## src/hw/rtl/postfix_stack_evaluator_assert.svh

```systemverilog
// Assertion macros shared by the postfix stack evaluator RTL.
`ifndef POSTFIX_STACK_EVALUATOR_ASSERT_SVH
`define POSTFIX_STACK_EVALUATOR_ASSERT_SVH
`ifndef SYNTHESIS
`define PSE_ASSERT_ALWAYS(label, clk, rst_n, cond) \
  label: assert property (@(posedge clk) disable iff (!rst_n) (cond)) \
    else $error("postfix evaluator: invariant violated");
`define PSE_ASSERT_IMPLIES(label, clk, rst_n, pre, post) \
  label: assert property (@(posedge clk) disable iff (!rst_n) (pre) |-> (post)) \
    else $error("postfix evaluator: implication violated");
`define PSE_ASSERT_NEXT(label, clk, rst_n, pre, post) \
  label: assert property (@(posedge clk) disable iff (!rst_n) (pre) |=> (post)) \
    else $error("postfix evaluator: next-cycle check violated");
`else
`define PSE_ASSERT_ALWAYS(label, clk, rst_n, cond)
`define PSE_ASSERT_IMPLIES(label, clk, rst_n, pre, post)
`define PSE_ASSERT_NEXT(label, clk, rst_n, pre, post)
`endif
`endif

```

## src/hw/rtl/pse_pkg.sv

```systemverilog
// Shared types, constants and helper functions of the postfix stack evaluator.
package pse_pkg;

  localparam int unsigned STACK_DEPTH = 16;
  localparam int unsigned ADDR_W      = (STACK_DEPTH > 1) ? $clog2(STACK_DEPTH) : 1;
  localparam int unsigned CNT_W       = $clog2(STACK_DEPTH + 1);

  localparam logic [7:0] CH_ZERO  = 8'h30;
  localparam logic [7:0] CH_NINE  = 8'h39;
  localparam logic [7:0] CH_UA    = 8'h41;
  localparam logic [7:0] CH_UZ    = 8'h5A;
  localparam logic [7:0] CH_LA    = 8'h61;
  localparam logic [7:0] CH_LZ    = 8'h7A;
  localparam logic [7:0] CH_PLUS  = 8'h2B;
  localparam logic [7:0] CH_MINUS = 8'h2D;
  localparam logic [7:0] CH_STAR  = 8'h2A;
  localparam logic [7:0] CH_SLASH = 8'h2F;
  localparam logic [7:0] CH_PCT   = 8'h25;
  localparam logic [7:0] CH_CARET = 8'h5E;

  typedef enum logic [2:0] {
    ST_OK    = 3'd0,
    ST_UNDER = 3'd1,
    ST_OVER  = 3'd2,
    ST_DIVZ  = 3'd3,
    ST_EMPTY = 3'd4
  } status_e;

  typedef enum logic [2:0] {
    OP_ADD = 3'd0,
    OP_SUB = 3'd1,
    OP_MUL = 3'd2,
    OP_DIV = 3'd3,
    OP_MOD = 3'd4,
    OP_XOR = 3'd5
  } op_e;

  typedef struct packed {
    logic [7:0] char_code;
    logic       end_of_expr;
  } pse_in_t;

  typedef struct packed {
    logic signed [7:0] value;
    status_e           status;
  } pse_out_t;

  // Command bundle from the sequencer to the stack.
  typedef struct packed {
    logic       push;
    logic       pop;
    logic       peek;
    logic       clear;
    logic [7:0] wdata;
  } pse_stk_cmd_t;

  // Stack occupancy flags back to the sequencer.
  typedef struct packed {
    logic empty;
    logic full;
  } pse_stk_sts_t;

  typedef struct packed {
    logic is_push;
    logic is_op;
    op_e  op;
  } pse_cls_t;

  function automatic pse_cls_t decode_char(input logic [7:0] c);
    pse_cls_t cls;
    cls.is_push = (c inside {[CH_ZERO:CH_NINE], [CH_UA:CH_UZ], [CH_LA:CH_LZ]});
    cls.is_op   = 1'b1;
    cls.op      = OP_ADD;
    case (c)
      CH_PLUS:  cls.op = OP_ADD;
      CH_MINUS: cls.op = OP_SUB;
      CH_STAR:  cls.op = OP_MUL;
      CH_SLASH: cls.op = OP_DIV;
      CH_PCT:   cls.op = OP_MOD;
      CH_CARET: cls.op = OP_XOR;
      default:  cls.is_op = 1'b0;
    endcase
    return cls;
  endfunction

  // Keeps the first error of an expression.
  function automatic status_e note_err(input status_e cur, input status_e code);
    return (cur == ST_OK) ? code : cur;
  endfunction

endpackage

```

## src/hw/rtl/pse_stack.sv

```systemverilog
// Value stack: a memory with a fill count and a registered top read.
`include "postfix_stack_evaluator_assert.svh"
module pse_stack import pse_pkg::*; (
  input  logic         clk_i,
  input  logic         rst_ni,
  input  pse_stk_cmd_t cmd_i,
  output pse_stk_sts_t sts_o,
  output logic [7:0]   rdata_o
);

  logic [7:0]        mem [STACK_DEPTH];
  logic [CNT_W-1:0]  count_q, count_d;
  logic [CNT_W-1:0]  count_m1;
  logic [ADDR_W-1:0] top_idx;
  logic [7:0]        rdata_q;
  logic              empty, full;

  assign empty    = (count_q == '0);
  assign full     = (count_q == CNT_W'(STACK_DEPTH));
  assign count_m1 = count_q - CNT_W'(1);
  assign top_idx  = count_m1[ADDR_W-1:0];

  always_comb begin
    count_d = count_q;
    if (cmd_i.clear) begin
      count_d = '0;
    end else if (cmd_i.push && !full) begin
      count_d = count_q + CNT_W'(1);
    end else if (cmd_i.pop && !empty) begin
      count_d = count_m1;
    end
  end

  always_ff @(posedge clk_i or negedge rst_ni) begin
    if (!rst_ni) begin
      count_q <= '0;
    end else begin
      count_q <= count_d;
    end
  end

  always_ff @(posedge clk_i) begin
    if (cmd_i.push && !full && !cmd_i.clear) begin
      mem[count_q[ADDR_W-1:0]] <= cmd_i.wdata;
    end
    if ((cmd_i.pop || cmd_i.peek) && !empty) begin
      rdata_q <= mem[top_idx];
    end
  end

  assign sts_o.empty = empty;
  assign sts_o.full  = full;
  assign rdata_o     = rdata_q;

  `PSE_ASSERT_ALWAYS(a_count_bound, clk_i, rst_ni, count_q <= CNT_W'(STACK_DEPTH))
  `PSE_ASSERT_NEXT(a_push_grows, clk_i, rst_ni, cmd_i.push && !full && !cmd_i.clear, count_q == $past(count_q) + CNT_W'(1))
  `PSE_ASSERT_NEXT(a_clear_empties, clk_i, rst_ni, cmd_i.clear, count_q == '0)

endmodule

```

## src/hw/rtl/pse_alu.sv

```systemverilog
// Shared 8-bit arithmetic unit with an iterative restoring divider.
`include "postfix_stack_evaluator_assert.svh"
module pse_alu import pse_pkg::*; (
  input  logic              clk_i,
  input  logic              rst_ni,
  input  logic              start_i,
  input  op_e               op_i,
  input  logic signed [7:0] a_i,
  input  logic signed [7:0] b_i,
  output logic              done_o,
  output logic [7:0]        result_o,
  output logic              divz_o
);

  typedef enum logic [2:0] {
    AL_IDLE = 3'b001,
    AL_DIV  = 3'b010,
    AL_FIX  = 3'b100
  } alu_state_e;

  alu_state_e        state_q, state_d;
  logic [2:0]        cnt_q, cnt_d;
  logic [7:0]        dvd_q, dvd_d;
  logic [7:0]        rem_q, rem_d;
  logic [7:0]        dsr_q, dsr_d;
  logic              negq_q, negq_d, negr_q, negr_d, mod_q, mod_d;
  logic [7:0]        res_q, res_d;
  logic              divz_q, divz_d;
  logic              done_q, done_d;
  logic signed [15:0] prod;
  logic [7:0]        mag_a, mag_b;
  logic [8:0]        trial, diff;
  logic              ge;

  assign prod  = a_i * b_i;
  assign mag_a = a_i[7] ? (~a_i + 8'd1) : a_i;
  assign mag_b = b_i[7] ? (~b_i + 8'd1) : b_i;
  assign trial = {rem_q, dvd_q[7]};
  assign diff  = trial - {1'b0, dsr_q};
  assign ge    = (trial >= {1'b0, dsr_q});

  always_comb begin
    state_d = state_q;
    cnt_d   = cnt_q;
    dvd_d   = dvd_q;
    rem_d   = rem_q;
    dsr_d   = dsr_q;
    negq_d  = negq_q;
    negr_d  = negr_q;
    mod_d   = mod_q;
    res_d   = res_q;
    divz_d  = divz_q;
    done_d  = 1'b0;
    case (state_q)
      AL_IDLE: begin
        if (start_i) begin
          divz_d = 1'b0;
          case (op_i)
            OP_ADD: begin res_d = a_i + b_i; done_d = 1'b1; end
            OP_SUB: begin res_d = a_i - b_i; done_d = 1'b1; end
            OP_MUL: begin res_d = prod[7:0]; done_d = 1'b1; end
            OP_DIV, OP_MOD: begin
              if (b_i == '0) begin
                res_d  = '0;
                divz_d = 1'b1;
                done_d = 1'b1;
              end else begin
                dvd_d   = mag_a;
                dsr_d   = mag_b;
                rem_d   = '0;
                cnt_d   = '0;
                negq_d  = a_i[7] ^ b_i[7];
                negr_d  = a_i[7];
                mod_d   = (op_i == OP_MOD);
                state_d = AL_DIV;
              end
            end
            default: begin res_d = a_i ^ b_i; done_d = 1'b1; end
          endcase
        end
      end
      AL_DIV: begin
        // One quotient bit per cycle; the dividend register fills with quotient bits.
        rem_d = ge ? diff[7:0] : trial[7:0];
        dvd_d = {dvd_q[6:0], ge};
        cnt_d = cnt_q + 3'd1;
        if (cnt_q == 3'd7) begin
          state_d = AL_FIX;
        end
      end
      AL_FIX: begin
        if (mod_q) begin
          res_d = negr_q ? (~rem_q + 8'd1) : rem_q;
        end else begin
          res_d = negq_q ? (~dvd_q + 8'd1) : dvd_q;
        end
        done_d  = 1'b1;
        state_d = AL_IDLE;
      end
      default: state_d = AL_IDLE;
    endcase
  end

  always_ff @(posedge clk_i or negedge rst_ni) begin
    if (!rst_ni) begin
      state_q <= AL_IDLE;
      done_q  <= 1'b0;
    end else begin
      state_q <= state_d;
      done_q  <= done_d;
    end
  end

  always_ff @(posedge clk_i) begin
    cnt_q  <= cnt_d;
    dvd_q  <= dvd_d;
    rem_q  <= rem_d;
    dsr_q  <= dsr_d;
    negq_q <= negq_d;
    negr_q <= negr_d;
    mod_q  <= mod_d;
    res_q  <= res_d;
    divz_q <= divz_d;
  end

  assign done_o   = done_q;
  assign result_o = res_q;
  assign divz_o   = divz_q;

endmodule

```

## src/hw/rtl/postfix_stack_evaluator.sv

```systemverilog
// Postfix stack evaluator: one ASCII character per input transaction, one result per expression.
//
// Each input transaction carries one character of a postfix expression. Letters and digits push
// their code minus 48 onto a 16-entry signed 8-bit stack; + - * / % pop two operands and push the
// wrapped 8-bit result, and ^ pushes their bitwise XOR. All other characters are ignored. On the
// transaction marked end_of_expr the block returns one output transaction with the top of the
// stack and the first error seen in that expression (underflow, overflow, divide by zero, or empty
// stack at end), then clears the stack. The block takes one transaction at a time and holds
// in_stall_o high while it works: a pushed or ignored character only passes the decode and end
// states, + - * ^ also pop both operands and wait for the shared arithmetic unit, and / % take
// longest, because the quotient comes out of that unit one bit per cycle; a zero divisor is
// caught at once. The end-of-expression transaction also waits for the registered stack read
// and for the output register to drain. The output is registered, so a finished result may
// wait on out_stall_i while the next characters are already being taken.
`include "postfix_stack_evaluator_assert.svh"
module postfix_stack_evaluator import pse_pkg::*; (
  input  logic     clk_i,
  input  logic     rst_ni,
  input  logic     in_valid_i,
  output logic     in_stall_o,
  input  pse_in_t  in_data_i,
  output logic     out_valid_o,
  input  logic     out_stall_i,
  output pse_out_t out_data_o
);

  // Sequencer states.
  typedef enum logic [6:0] {
    S_IDLE   = 7'b0000001,
    S_DECODE = 7'b0000010,
    S_POP_R  = 7'b0000100,
    S_POP_L  = 7'b0001000,
    S_EXEC   = 7'b0010000,
    S_END    = 7'b0100000,
    S_EMIT   = 7'b1000000
  } seq_state_e;

  seq_state_e        state_q, state_d;
  logic [7:0]        char_q, char_d;
  logic              last_q, last_d;
  logic signed [7:0] right_q, right_d;
  logic              popped_q, popped_d;
  status_e           err_q, err_d;
  logic              out_valid_q, out_valid_d;
  pse_out_t          out_data_q, out_data_d;

  pse_cls_t          cls;
  pse_stk_cmd_t      stk_cmd;
  pse_stk_sts_t      stk_sts;
  logic [7:0]        stk_rdata;
  logic              alu_start;
  logic signed [7:0] alu_a;
  logic              alu_done;
  logic [7:0]        alu_result;
  logic              alu_divz;
  logic              emit_go;

  assign cls   = decode_char(char_q);
  // The left operand comes straight from the stack read of the previous cycle.
  assign alu_a = popped_q ? stk_rdata : 8'sd0;
  // The result leaves once the output register is free or is being drained this cycle.
  assign emit_go = (state_q == S_EMIT) && (!out_valid_q || !out_stall_i);

  pse_stack u_stack (
    .clk_i   (clk_i),
    .rst_ni  (rst_ni),
    .cmd_i   (stk_cmd),
    .sts_o   (stk_sts),
    .rdata_o (stk_rdata)
  );

  pse_alu u_alu (
    .clk_i    (clk_i),
    .rst_ni   (rst_ni),
    .start_i  (alu_start),
    .op_i     (cls.op),
    .a_i      (alu_a),
    .b_i      (right_q),
    .done_o   (alu_done),
    .result_o (alu_result),
    .divz_o   (alu_divz)
  );

  always_comb begin
    state_d     = state_q;
    char_d      = char_q;
    last_d      = last_q;
    right_d     = right_q;
    popped_d    = popped_q;
    err_d       = err_q;
    out_valid_d = out_valid_q;
    out_data_d  = out_data_q;
    stk_cmd     = '0;
    alu_start   = 1'b0;

    if (out_valid_q && !out_stall_i) begin
      out_valid_d = 1'b0;
    end

    case (state_q)
      S_IDLE: begin
        if (in_valid_i) begin
          char_d  = in_data_i.char_code;
          last_d  = in_data_i.end_of_expr;
          state_d = S_DECODE;
        end
      end
      S_DECODE: begin
        if (cls.is_push) begin
          if (stk_sts.full) begin
            err_d = note_err(err_q, ST_OVER);
          end else begin
            stk_cmd.push  = 1'b1;
            stk_cmd.wdata = char_q - CH_ZERO;
          end
          state_d = S_END;
        end else if (cls.is_op) begin
          // Right operand pops first; an empty stack supplies zero.
          if (stk_sts.empty) begin
            err_d = note_err(err_q, ST_UNDER);
          end else begin
            stk_cmd.pop = 1'b1;
          end
          popped_d = !stk_sts.empty;
          state_d  = S_POP_R;
        end else begin
          state_d = S_END;
        end
      end
      S_POP_R: begin
        right_d = popped_q ? stk_rdata : 8'sd0;
        if (stk_sts.empty) begin
          err_d = note_err(err_q, ST_UNDER);
        end else begin
          stk_cmd.pop = 1'b1;
        end
        popped_d = !stk_sts.empty;
        state_d  = S_POP_L;
      end
      S_POP_L: begin
        alu_start = 1'b1;
        state_d   = S_EXEC;
      end
      S_EXEC: begin
        if (alu_done) begin
          if (alu_divz) begin
            err_d = note_err(err_q, ST_DIVZ);
          end
          if (stk_sts.full) begin
            err_d = note_err(alu_divz ? note_err(err_q, ST_DIVZ) : err_q, ST_OVER);
          end else begin
            stk_cmd.push  = 1'b1;
            stk_cmd.wdata = alu_result;
          end
          state_d = S_END;
        end
      end
      S_END: begin
        if (last_q) begin
          stk_cmd.peek = 1'b1;
          state_d      = S_EMIT;
        end else begin
          state_d = S_IDLE;
        end
      end
      S_EMIT: begin
        // Wait for room in the output register, then report and start a fresh expression.
        if (emit_go) begin
          out_valid_d       = 1'b1;
          out_data_d.value  = stk_sts.empty ? 8'sd0 : stk_rdata;
          out_data_d.status = (stk_sts.empty && (err_q == ST_OK)) ? ST_EMPTY : err_q;
          stk_cmd.clear     = 1'b1;
          err_d             = ST_OK;
          state_d           = S_IDLE;
        end
      end
      default: state_d = S_IDLE;
    endcase
  end

  always_ff @(posedge clk_i or negedge rst_ni) begin
    if (!rst_ni) begin
      state_q     <= S_IDLE;
      err_q       <= ST_OK;
      out_valid_q <= 1'b0;
      popped_q    <= 1'b0;
      last_q      <= 1'b0;
    end else begin
      state_q     <= state_d;
      err_q       <= err_d;
      out_valid_q <= out_valid_d;
      popped_q    <= popped_d;
      last_q      <= last_d;
    end
  end

  always_ff @(posedge clk_i) begin
    char_q     <= char_d;
    right_q    <= right_d;
    out_data_q <= out_data_d;
  end

  assign in_stall_o  = (state_q != S_IDLE);
  assign out_valid_o = out_valid_q;
  assign out_data_o  = out_data_q;

  `PSE_ASSERT_IMPLIES(a_alu_done_in_exec, clk_i, rst_ni, alu_done, state_q == S_EXEC)
  `PSE_ASSERT_IMPLIES(a_status_range, clk_i, rst_ni, out_valid_q, out_data_q.status <= ST_EMPTY)
  `PSE_ASSERT_NEXT(a_emit_clears_err, clk_i, rst_ni, emit_go, (err_q == ST_OK) && out_valid_q)

endmodule

```

## config.mk

```make
export PLATFORM = sky130hd
export DESIGN_NAME = postfix_stack_evaluator
export DESIGN_NICKNAME = d
export VERILOG_FILES = /design/src/hw/rtl/pse_pkg.sv /design/src/hw/rtl/pse_stack.sv /design/src/hw/rtl/pse_alu.sv /design/src/hw/rtl/postfix_stack_evaluator.sv
export VERILOG_INCLUDE_DIRS = /design/src /design/src/hw/rtl
export SDC_FILE = /design/constraint.sdc
export NUM_CORES = 1
export LEC_CHECK = 0
export CORE_MARGIN = 2
export CORE_UTILIZATION = 30
export DETAILED_ROUTE_END_ITERATION = 7
export DONT_BUFFER_PORTS = 1
export HOLD_SLACK_MARGIN = 0.03
export PLACE_DENSITY_LB_ADDON = 0.1
export SYNTH_ARGS = -nofsm -noshare
export SYNTH_HDL_FRONTEND = slang
export SYNTH_SLANG_ARGS = --single-unit
export TNS_END_PERCENT = 1
```

## constraint.sdc

```tcl
create_clock -name clk_i -period 4.9 [get_ports clk_i]
set_input_delay 0.735 -clock clk_i [delete_from_list [all_inputs] [get_ports clk_i]]
set_output_delay 0.735 -clock clk_i [all_outputs]
set_load 0.05 [all_outputs]
```

==> results of run 1 <==
==> layout make-up <==
class	instances	area, sq um
clock buffer	32	694
timing repair buffer	28	225
inverter	62	233
tap	525	657
sequential	224	6620
multi-input combinational	593	5000
fill	3928	26000
clock inverter	18	161
==> path summary, 6_finish.rpt <==
path / start / slack [ns] / end / cells after the start
worst max-delay path: popped_q$_DFFE_PN0P_ / 0.38 / u_alu.result_o[7]$_DFFE_PP_ / 18
worst min-delay path: in_data_i[6] / 0.29 / char_q[5]$_DFFE_PP_ / 0
worst max register to register: popped_q$_DFFE_PN0P_ / 0.38 / u_alu.result_o[7]$_DFFE_PP_ / 18
worst min register to register: err_q[1]$_DFFE_PN0P_ / 0.49 / out_data_o[1]$_SDFFCE_PP0P_ / 0
max in group asynchronous: rst_ni / 3.99 / u_alu.state_q[0]$_DFFE_PN1P_ / 2
min in group asynchronous: rst_ni / 0.67 / popped_q$_DFFE_PN0P_ / 2
==> cells in the final DEF, fill, tap and decap left out, types with 8 or more instances in the layout <==
cell type and instances:
o21ai_0 24, buf_4 26, inv_1 62, and3_1 18, nand3b_1 8, xor2_1 21
nor2b_1 8, edfxtp_1 202, clkbuf_16 27, clkinv_1 8, dfrtp_1 19, nor3_1 13
xnor2_1 36, a22o_1 10, mux2i_1 12, fa_1 14, ha_1 54, o31ai_1 9
a21oi_1 29, and2_1 21, nand3_1 17, nand2_1 82, nor2_1 54, mux4_2 40
==> Yosys cell counts (all sizes together), types with 5 or more instances <==
library cell / count / area share [%]
nor4b: 5 / 0.61
and2: 21 / 1.1
a21oi: 30 / 1.2
edfxtp: 202 / 50
nand4b: 7 / 0.63
nor3: 15 / 0.72
xnor2: 37 / 2.7
nand3: 17 / 0.71
clkbuf: 33 / 1.0
xor2: 21 / 1.5
nor4: 5 / 0.31
mux2i: 12 / 1.0
nor2: 55 / 1.7
and3: 19 / 1.0
dfrtp: 20 / 4.2
nand3b: 8 / 0.50
ha: 54 / 5.6
buf: 9 / 0.53
a22o: 10 / 0.73
nand2: 82 / 2.6
a21o: 6 / 0.37
o31ai: 10 / 0.67
o211ai: 7 / 0.44
o21ai: 32 / 1.4
nor2b: 8 / 0.42
nand2b: 7 / 0.36
a221oi: 6 / 0.44
fa: 14 / 2.3
a211oi: 5 / 0.31
or3: 7 / 0.36
inv: 62 / 1.9
mux4: 40 / 7.5
==> layer usage <==
layer	up-vias	share of wire (%)	GRT usage, %
met4	0	2.0	4.06
met5	-	0	0
met1	3752	47	21.6
li1	3470	-	-
met3	33	3.0	2.10
met2	103	48	26.2
==> power by group through the flow <==
stage / combinational (mW) / sequential (mW) / clock [mW]
detailed placement: 1.88 / 2.36 / 0
floorplan: 1.37 / 2.30 / 0
global placement: 1.91 / 2.36 / 0
finish: 1.86 / 2.32 / 1.97
global route: 2.04 / 2.33 / 2.12
CTS: 1.90 / 2.32 / 2.04
==> through the flow <==
step	hold slack, ns	instances	utilization (%)	power (mW)
detailed placement	0.440	1430	32.1	4.24
global placement	0.440	1430	32.1	4.27
global route	0.257	1482	34.3	6.50
finish	0.294	1482	34.3	6.14
floorplan	0.439	921	-	3.67
CTS	0.258	1482	34.3	6.26
==> logic make-up after synthesis <==
logic type | share of synthesized area (%)
AO/OA/AOI/OAI | 8.25
XOR/XNOR | 4.22
adder cells (fa/ha/maj) | 7.95
buffers and inverters | 3.50
flip-flops | 55.0
multiplexers | 8.77
AND/OR/NAND/NOR | 12.3
==> worst register-to-register path: cells and delay by family (launching register included) <==
kind	cells	cell delay, ns
flip-flops	1	0.35
AO/OA/AOI/OAI	4	0.73
buffers and inverters	4	0.36
adder cells (fa/ha/maj)	5	2.07
AND/OR/NAND/NOR	2	0.30
XOR/XNOR	3	0.45
==> qor.yml, run 1 <==
logic_synthesis:
  synth.distinct_cells: 80
  synth_top_flop_cell: "edfxtp_1"
  syn_nets: 1002
  synth-seq-area-share_pct: 55.0
  async_flop_share_pct: 9.82
  synth_area_sq_mm: 0.0120
  yosys_warnings: 0
  syn_avg_cell_area_sq_um: 13.1
  synth_edf_count: 202
  synth-seq-cells: 224
  syn_inst: 921
timing:
  worstMarginPinSlew_ns: 1.04
  period_needed_ns: 4.52
  slew_headroom_pct: 30.5
  fin_crit_sh_pct: 92.3
  tns_ns: 0
  slew_violations: 0
  finalHoldViolCount: 0
  finalSetupViolations: 0
  clock_skew_ns: 0.0161
  max_freq_ghz: 0.221
  fin_ws_ns: 0.376
  rsz0062_at_grt: "no"
grt:
  grt_use_total_pct: 15.7
  grt_pass1_vias: 7599
  grt_max_degree: 41
  grt_pass1_wl_um: 48800
  overflow: 0
  antenna_found_initial: 0
worst_setup_path:
  cp_cell_sequence: "buf_4, and2_1, nand2_1, fa_1, fa_1, inv_1, ha_1, inv_1, fa_1, inv_1, ha_1, a21o_1, a21oi_1, xnor2_1, xnor2_1, xnor2_1, a221oi_1, a21oi_1"
  worstPathArrival_ns: 4.81
  crit_fanout: 18
  crit_type: "flop to flop"
  critPathBufInv: 4
  cpLargestDelayFamily: "adder cells"
  crit_path_start_kind: "flop"
  cp.required_ns: 5.19
  crit_slowest_cell: "fa_1"
  worstSetupEndpointType: "flop"
  cp_slowest_stage_delay_ns: 0.55
placement:
  dpl_cell_area_sq_mm: 0.0127
  pre_cts_ws_ns: 0.373
  place_hpwl_um: 23000
  portBuffers: 0
  gp_congestion: 0.782
routing:
  first_pass_iters: 5
  antenna_left: 0
  post_drt_via_cell_ratio: 4.96
  first_iter_violations: 480
  dr_total_vias: 7358
  drc: 0
  routed_wl_um: 31900
  avgRoutedWirePerCell_um: 21.5
floorplanning:
  die_area_sq_mm: 0.0417
  start_util_pct: 30.3
  ios: 26
  chipWidth_um: 204
  die_y_um: 204
  coreArea_sq_mm: 0.0396
  rows: 73
power:
  p_leak_nw: 5.20
  ir_worst_vdd_mv: 0.272
  power.density_mw_per_mm2: 452
  intPower_mw: 4.18
  seq_power_share_pct: 37.8
  switching_share_pct: 31.9
  p_comb_share_pct: 30.2
  p_sw_mw: 1.96
  clkPwrFrac_pct: 32.0
finish:
  drive_gt1_share_pct: 13.8
  syn_to_final_growth_pct: 13.1
  largest_register_ffs: 128
  nets: 1017
  fin_area_sq_mm: 0.0136
  diodes: 0
clock_network:
  cts_buffers: 27
  clk-insertion-delay-late_ns: 0.55
  cts_max_level: 1
  postCtsSetupBuffers: 0
  cts_buffer_depth: 3
  cts_tree: "yes"
  clk_pin_slew_ns: 0.06
  postCtsHoldBufs: 2
  clock_sinks: 224
  cts-root-buf: "clkbuf_16"
  ctsResizeCount: 0
outcome:
  outcome: "finished, final reports clean"
job:
  drv_cap: 0
hold_path:
  holdCritPathClass: "primary input to flop"
Power figures use the tool's default switching activity.
==> inputs of run 2 (changes only) <==
--- a/config.mk
+++ b/config.mk
@@ -7,7 +7,7 @@
 export NUM_CORES = 1
 export LEC_CHECK = 0
 export CORE_MARGIN = 2
-export CORE_UTILIZATION = 30
+export CORE_UTILIZATION = 49
 export DETAILED_ROUTE_END_ITERATION = 7
 export DONT_BUFFER_PORTS = 1
 export HOLD_SLACK_MARGIN = 0.03
==> run 2 against run 1 <==
  * Cell area down 2.7%
  * Non-clock buffer count shrank 7
  * Sequential power is essentially flat
  * Largest power group unchanged
==> qor.yml, run 2 (synthesis gave the netlist of run 1 again) <==
outcome:
  outcome: "finished, final reports clean"
clock_network:
  cts_buffers: 24  # -11%
  clock_sinks: 224  # unchanged
  clk-insertion-delay-late_ns: 0.54  # about the same
  ctsResizeCount: 0  # unchanged
  cts_buffer_depth: 3  # unchanged
  cts_max_level: 1  # unchanged
  clk_pin_slew_ns: 0.07  # about the same
  cts_tree: "yes"
  cts-root-buf: "clkbuf_16"
power:
  p_comb_share_pct: 30.8  # +0.6 points
  power.density_mw_per_mm2: 454  # +0.42%
  clkPwrFrac_pct: 30.6  # -1.4 points
  intPower_mw: 4.11  # -1.6%
  switching_share_pct: 31.4  # -0.48 points
  p_sw_mw: 1.89  # -3.8%
  seq_power_share_pct: 38.6  # +0.8 points
  ir_worst_vdd_mv: 0.438  # +61%
  p_total_mw: 6.00  # -2.3%
  p_leak_nw: 5.12  # -1.4%
grt:
  grt_use_total_pct: 23.7  # +8.0 points
  grt_max_degree: 41  # unchanged
  overflow: 0  # unchanged
  grt_pass1_vias: 7550  # -0.64%
  grt_pass1_wl_um: 46200  # -5.3%
  antenna_found_initial: 0  # unchanged
floorplanning:
  start_util_pct: 49.7  # +19 points
  die_area_sq_mm: 0.0258  # -38%
  chipWidth_um: 161  # -21%
  die_y_um: 161  # -21%
  rows: 57  # -22%
  coreArea_sq_mm: 0.0242  # -39%
  ios: 26  # unchanged
routing:
  routed_wl_um: 29600  # -7.2%
  first_iter_violations: 585  # +22%
  drc: 0  # unchanged
  antenna_left: 0  # unchanged
  first_pass_iters: 5  # unchanged
  post_drt_via_cell_ratio: 5.90  # +19%
  avgRoutedWirePerCell_um: 23.4  # +8.7%
  dr_total_vias: 7469  # +1.5%
finish:
  nets: 1007  # -0.98%
  final_cell_mix: "edfxtp_1, nand2_1, inv_1"
  largest_register_ffs: 128  # unchanged
  diodes: 0  # unchanged
  instances_no_fill: 1265  # -15%
  seq_area_sq_mm: 0.00662  # unchanged
  syn_to_final_growth_pct: 9.97
  final_common_cell: "edfxtp_1"
  drive_gt1_share_pct: 12.9  # -0.93 points
  multi_input_area_sq_mm: 0.00499  # -0.25%
  fin_area_sq_mm: 0.0132  # -2.7%
  n_fill_cell: 2020  # -49%
worst_setup_path:
  crit_fanout: 21  # +3
  crit_path_start_kind: "flop"
  worstPathArrival_ns: 4.84  # +0.03 ns
  crit_type: "flop to flop"
  worstSetupEndpointType: "flop"
  cp.required_ns: 5.17  # -0.02 ns
placement:
  gp_congestion: 0.914  # +17%
  place_hpwl_um: 21100  # -8.2%
  placed_cells: 1222  # -15%
  dpl_cell_area_sq_mm: 0.0124  # -2.5%
  portBuffers: 0  # unchanged
timing:
  tns_ns: 0  # unchanged
  slew_headroom_pct: 21.7  # -8.8 points
  finalSetupViolations: 0  # unchanged
  clock_skew_ns: 0.0262  # +0.0101 ns
  fin_crit_sh_pct: 93.3  # +1.0 points
  finalHoldViolCount: 0  # unchanged
  worstMarginPinSlew_ns: 1.17  # +0.136 ns
  rsz0062_at_grt: "no"
  slew_violations: 0  # unchanged
  period_needed_ns: 4.57  # +0.0505 ns
  max_freq_ghz: 0.219  # -1.1%
job:
  drv_cap: 0  # unchanged
hold_path:
  holdCritPathClass: "primary input to asynchronous set/reset pin"
## run 2: changes by cell type in the layout (fill, tap and decap cells not counted), moves of 2 or more
cell       change
clkbuf_8       +2
clkinv_1       -7
clkbuf_16      -3
clkinv_2       -2
buf_4          -7
## run 2: worst max-delay path: stages (launching register included)
cell and delay [ns]:
dfrtp_1 0.43, buf_4 0.24, and2_1 0.19, nand2_1 0.08
fa_1 0.45, fa_1 0.55, inv_1 0.04, ha_1 0.27
inv_1 0.05, fa_1 0.52, inv_1 0.07, ha_1 0.29
a21o_1 0.15, a21oi_1 0.17, xnor2_1 0.15, xnor2_1 0.15
xnor2_1 0.11, a221oi_1 0.27, a21oi_1 0.12
## run 2: power by group through the flow
stage | logic (mW) | clock network [mW] | registers (mW)
final | 1.84 | 1.84 | 2.32
after CTS | 1.87 | 1.87 | 2.31
after detailed placement | 1.86 | 0 | 2.35
after global placement | 1.84 | 0 | 2.35
after floorplan | 1.37 | 0 | 2.30
after global routing | 2.00 | 1.94 | 2.33
## run 2: cell type report
class                           instances  area share, %
Inverter                               62           1.76
Clock inverter                         10           1.16
Sequential cell                       224           50.1
Timing Repair Buffer                   21           1.31
Clock buffer                           31           4.89
Tap cell                              324           3.07
Multi-Input combinational cell        593           37.8
## run 2: final timing paths
path                                 startpoint                            to  slack [ns]  cells past startpoint
setup reg to reg           popped_q$_DFFE_PN0P_   u_alu.result_o[7]$_DFFE_PP_        0.33                     18
hold / removal                           rst_ni  u_alu.state_q[0]$_DFFE_PN1P_        0.06                      0
setup / recovery           popped_q$_DFFE_PN0P_   u_alu.result_o[7]$_DFFE_PP_        0.33                     18
hold reg to reg            err_q[1]$_DFFE_PN0P_   out_data_o[1]$_SDFFCE_PP0P_        0.48                      0
min in group clk_i                 in_data_i[4]           char_q[3]$_DFFE_PP_        0.30                      0
max in group asynchronous                rst_ni        state_q[0]$_DFFE_PN1P_        4.06                      2
## run 2: timing repair
action / CTS / global route
hold buffers: 2 / 0
endpoints found under the hold margin: 21 / 0
buffers inserted: 0 / 0
## run 2: metrics by stage
stage	utilization (%)	setup slack (ns)	hold WS, ns
detailed placement	51.3	0.288	0.440
finish	54.7	0.326	0.0596
floorplan	-	0.443	0.439
global placement	51.3	0.396	0.440
CTS	54.7	0.295	0.0396
global route	54.7	0.0622	0.0391
## run 2: metal layers
layer	track usage, %	share of wire, %
met1	32.4	44
met2	40.2	50
met3	2.84	3.7
met4	6.67	2.8
met5	0	0
==> inputs of run 3 (changes only) <==
--- a/config.mk
+++ b/config.mk
@@ -7,9 +7,10 @@
 export NUM_CORES = 1
 export LEC_CHECK = 0
 export CORE_MARGIN = 2
-export CORE_UTILIZATION = 49
+export CORE_UTILIZATION = 46
 export DETAILED_ROUTE_END_ITERATION = 7
 export DONT_BUFFER_PORTS = 1
+export GPL_TIMING_DRIVEN = 0
 export HOLD_SLACK_MARGIN = 0.03
 export PLACE_DENSITY_LB_ADDON = 0.1
 export SYNTH_ARGS = -nofsm -noshare
==> run 3 against run 2 <==
  * Clock skew is 0.0049 ns lower
  * Worst hold slack better by 0.23 ns
  * Global-route usage is 2.6 points lower
  * Critical path depth is 4 lower
  * Clock-buffer cell count is 1 lower
  * Clock power is 6% higher
  * Largest power group unchanged
==> qor.yml, run 3 (synthesis gave the netlist of run 1 again) <==
outcome:
  outcome: "finished, final reports clean"
timing:
  period_needed_ns: 4.61  # +0.0369 ns
  fin_ws_ns: 0.289  # -0.0369 ns
  max_freq_ghz: 0.217  # -0.80%
  clock_skew_ns: 0.0213  # -0.00487 ns
  hold_slack_ns: 0.294  # +0.234 ns
  tns_ns: 0  # unchanged
  slew_violations: 0  # unchanged
  rsz0062_at_grt: "no"
  slew_headroom_pct: 15.0  # -6.7 points
  finalHoldViolCount: 0  # unchanged
  fin_crit_sh_pct: 94.1  # +0.75 points
  finalSetupViolations: 0  # unchanged
  worstMarginPinSlew_ns: 1.27  # +0.0906 ns
grt:
  grt_pass1_vias: 7371  # -2.4%
  grt_use_total_pct: 21.1  # -2.6 points
  antenna_found_initial: 1  # +1
  overflow: 0  # unchanged
  grt_max_degree: 23  # -44%
  grt_pass1_wl_um: 44600  # -3.5%
routing:
  first_pass_iters: 6  # +1
  drc: 0  # unchanged
  routed_wl_um: 28500  # -3.8%
  dr_total_vias: 7414  # -0.74%
  antenna_left: 0  # unchanged
  first_iter_violations: 612  # +4.6%
  post_drt_via_cell_ratio: 5.67  # -4.0%
  avgRoutedWirePerCell_um: 21.8  # -6.9%
hold_path:
  holdCritPathClass: "primary input to flop"
finish:
  largest_register_ffs: 128  # unchanged
  diodes: 0  # unchanged
  drive_gt1_share_pct: 13.3  # +0.40 points
  syn_to_final_growth_pct: 11.5
  instances_no_fill: 1308  # +3.4%
  multi_input_area_sq_mm: 0.00501  # +0.33%
  seq_area_sq_mm: 0.00662  # unchanged
  fin_area_sq_mm: 0.0134  # +1.4%
  final_cell_mix: "edfxtp_1, nand2_1, inv_1"
  nets: 1036  # +2.9%
  n_fill_cell: 2233  # +11%
  final_common_cell: "edfxtp_1"
  post-route-util_pct: 51.9  # -2.8 points
clock_network:
  cts_tree: "yes"
  clock_sinks: 224  # unchanged
  cts_buffer_depth: 3  # unchanged
  clk-insertion-delay-late_ns: 0.53  # about the same
  cts-root-buf: "clkbuf_16"
  cts_max_level: 1  # unchanged
  cts_buffers: 25  # +4.2%
  clk_pin_slew_ns: 0.07  # about the same
power:
  power.density_mw_per_mm2: 456  # +0.62%
  p_total_mw: 6.12  # +2.0%
  p_leak_nw: 5.18  # +1.1%
  ir_worst_vdd_mv: 0.295  # -33%
worst_setup_path:
  crit_fanout: 10  # -52%
  crit_path_start_kind: "flop"
  crit_type: "flop to flop"
  cp.required_ns: 5.16  # about the same
  worstPathArrival_ns: 4.87  # +0.03 ns
  worstSetupEndpointType: "flop"
floorplanning:
  start_util_pct: 46.5  # -3.2 points
  die_area_sq_mm: 0.0275  # +6.4%
  ios: 26  # unchanged
  chipWidth_um: 166  # +3.1%
  die_y_um: 166  # +3.1%
  coreArea_sq_mm: 0.0258  # +6.9%
  rows: 59  # +3.5%
placement:
  gp_congestion: 0.840  # -8.1%
  place_hpwl_um: 20400  # -3.7%
  pre_cts_ws_ns: -0.515  # -0.803 ns
  dpl_cell_area_sq_mm: 0.0125  # +0.69%
  portBuffers: 0  # unchanged
  placed_cells: 1259  # +3.0%
job:
  drv_cap: 0  # unchanged
[run 3: final timing paths]
check | startpoint | to | slack, ns | cells past startpoint
setup / recovery | popped_q$_DFFE_PN0P_ | u_alu.result_o[7]$_DFFE_PP_ | 0.29 | 14
max in group asynchronous | rst_ni | state_q[0]$_DFFE_PN1P_ | 4.04 | 2
hold reg to reg | last_q$_DFFE_PN0P_ | last_q$_DFFE_PN0P_ | 0.52 | 1
min in group asynchronous | rst_ni | state_q[3]$_DFFE_PN0P_ | 0.63 | 2
setup reg to reg | popped_q$_DFFE_PN0P_ | u_alu.result_o[7]$_DFFE_PP_ | 0.29 | 14
hold / removal | in_data_i[2] | char_q[1]$_DFFE_PP_ | 0.29 | 0
[run 3: cell type report]
| type | count | share of cell area [%] |
|---|---|---|
| flip-flops and latches | 224 | 49.4 |
| repair buffers | 10 | 0.728 |
| clock buffers | 30 | 4.88 |
| plain buffers | 39 | 1.36 |
| well taps | 335 | 3.13 |
| multi-input cells | 593 | 37.4 |
| clock inverters | 15 | 1.45 |
| inverters | 62 | 1.74 |
[run 3: layer usage]
metal	vias to the layer above	global-route usage, %	wire length (um)
li1	3515	-	-
met1	3722	29.6	12800
met2	128	34.5	13800
met3	49	2.84	1160
met4	0	6.01	709
met5	-	0	0
[run 3: critical path, stage by stage (launching register included)]
cell,delay (ns)
dfrtp_2,0.47
clkbuf_4,0.26
clkbuf_2,0.22
and3_1,0.20
fa_1,0.42
ha_1,0.31
fa_1,0.52
fa_1,0.52
ha_1,0.35
a21oi_2,0.19
xnor2_1,0.16
xnor2_1,0.16
xnor2_1,0.15
a221oi_1,0.29
a21oi_1,0.14
[run 3: what timing repair did]
item,CTS,global route
pin swaps,0,1
setup endpoints to repair,3,1
hold buffers,2,0
buffers inserted,1,3
hold endpoints to repair,22,0
resized for setup,10,7
[run 3: power breakdown]
| group | switching (mW) | internal [mW] |
|---|---|---|
| clock network | 0.780 | 1.17 |
| logic | 1.04 | 0.836 |
| registers | 0.0908 | 2.20 |
| total | 1.91 | 4.21 |
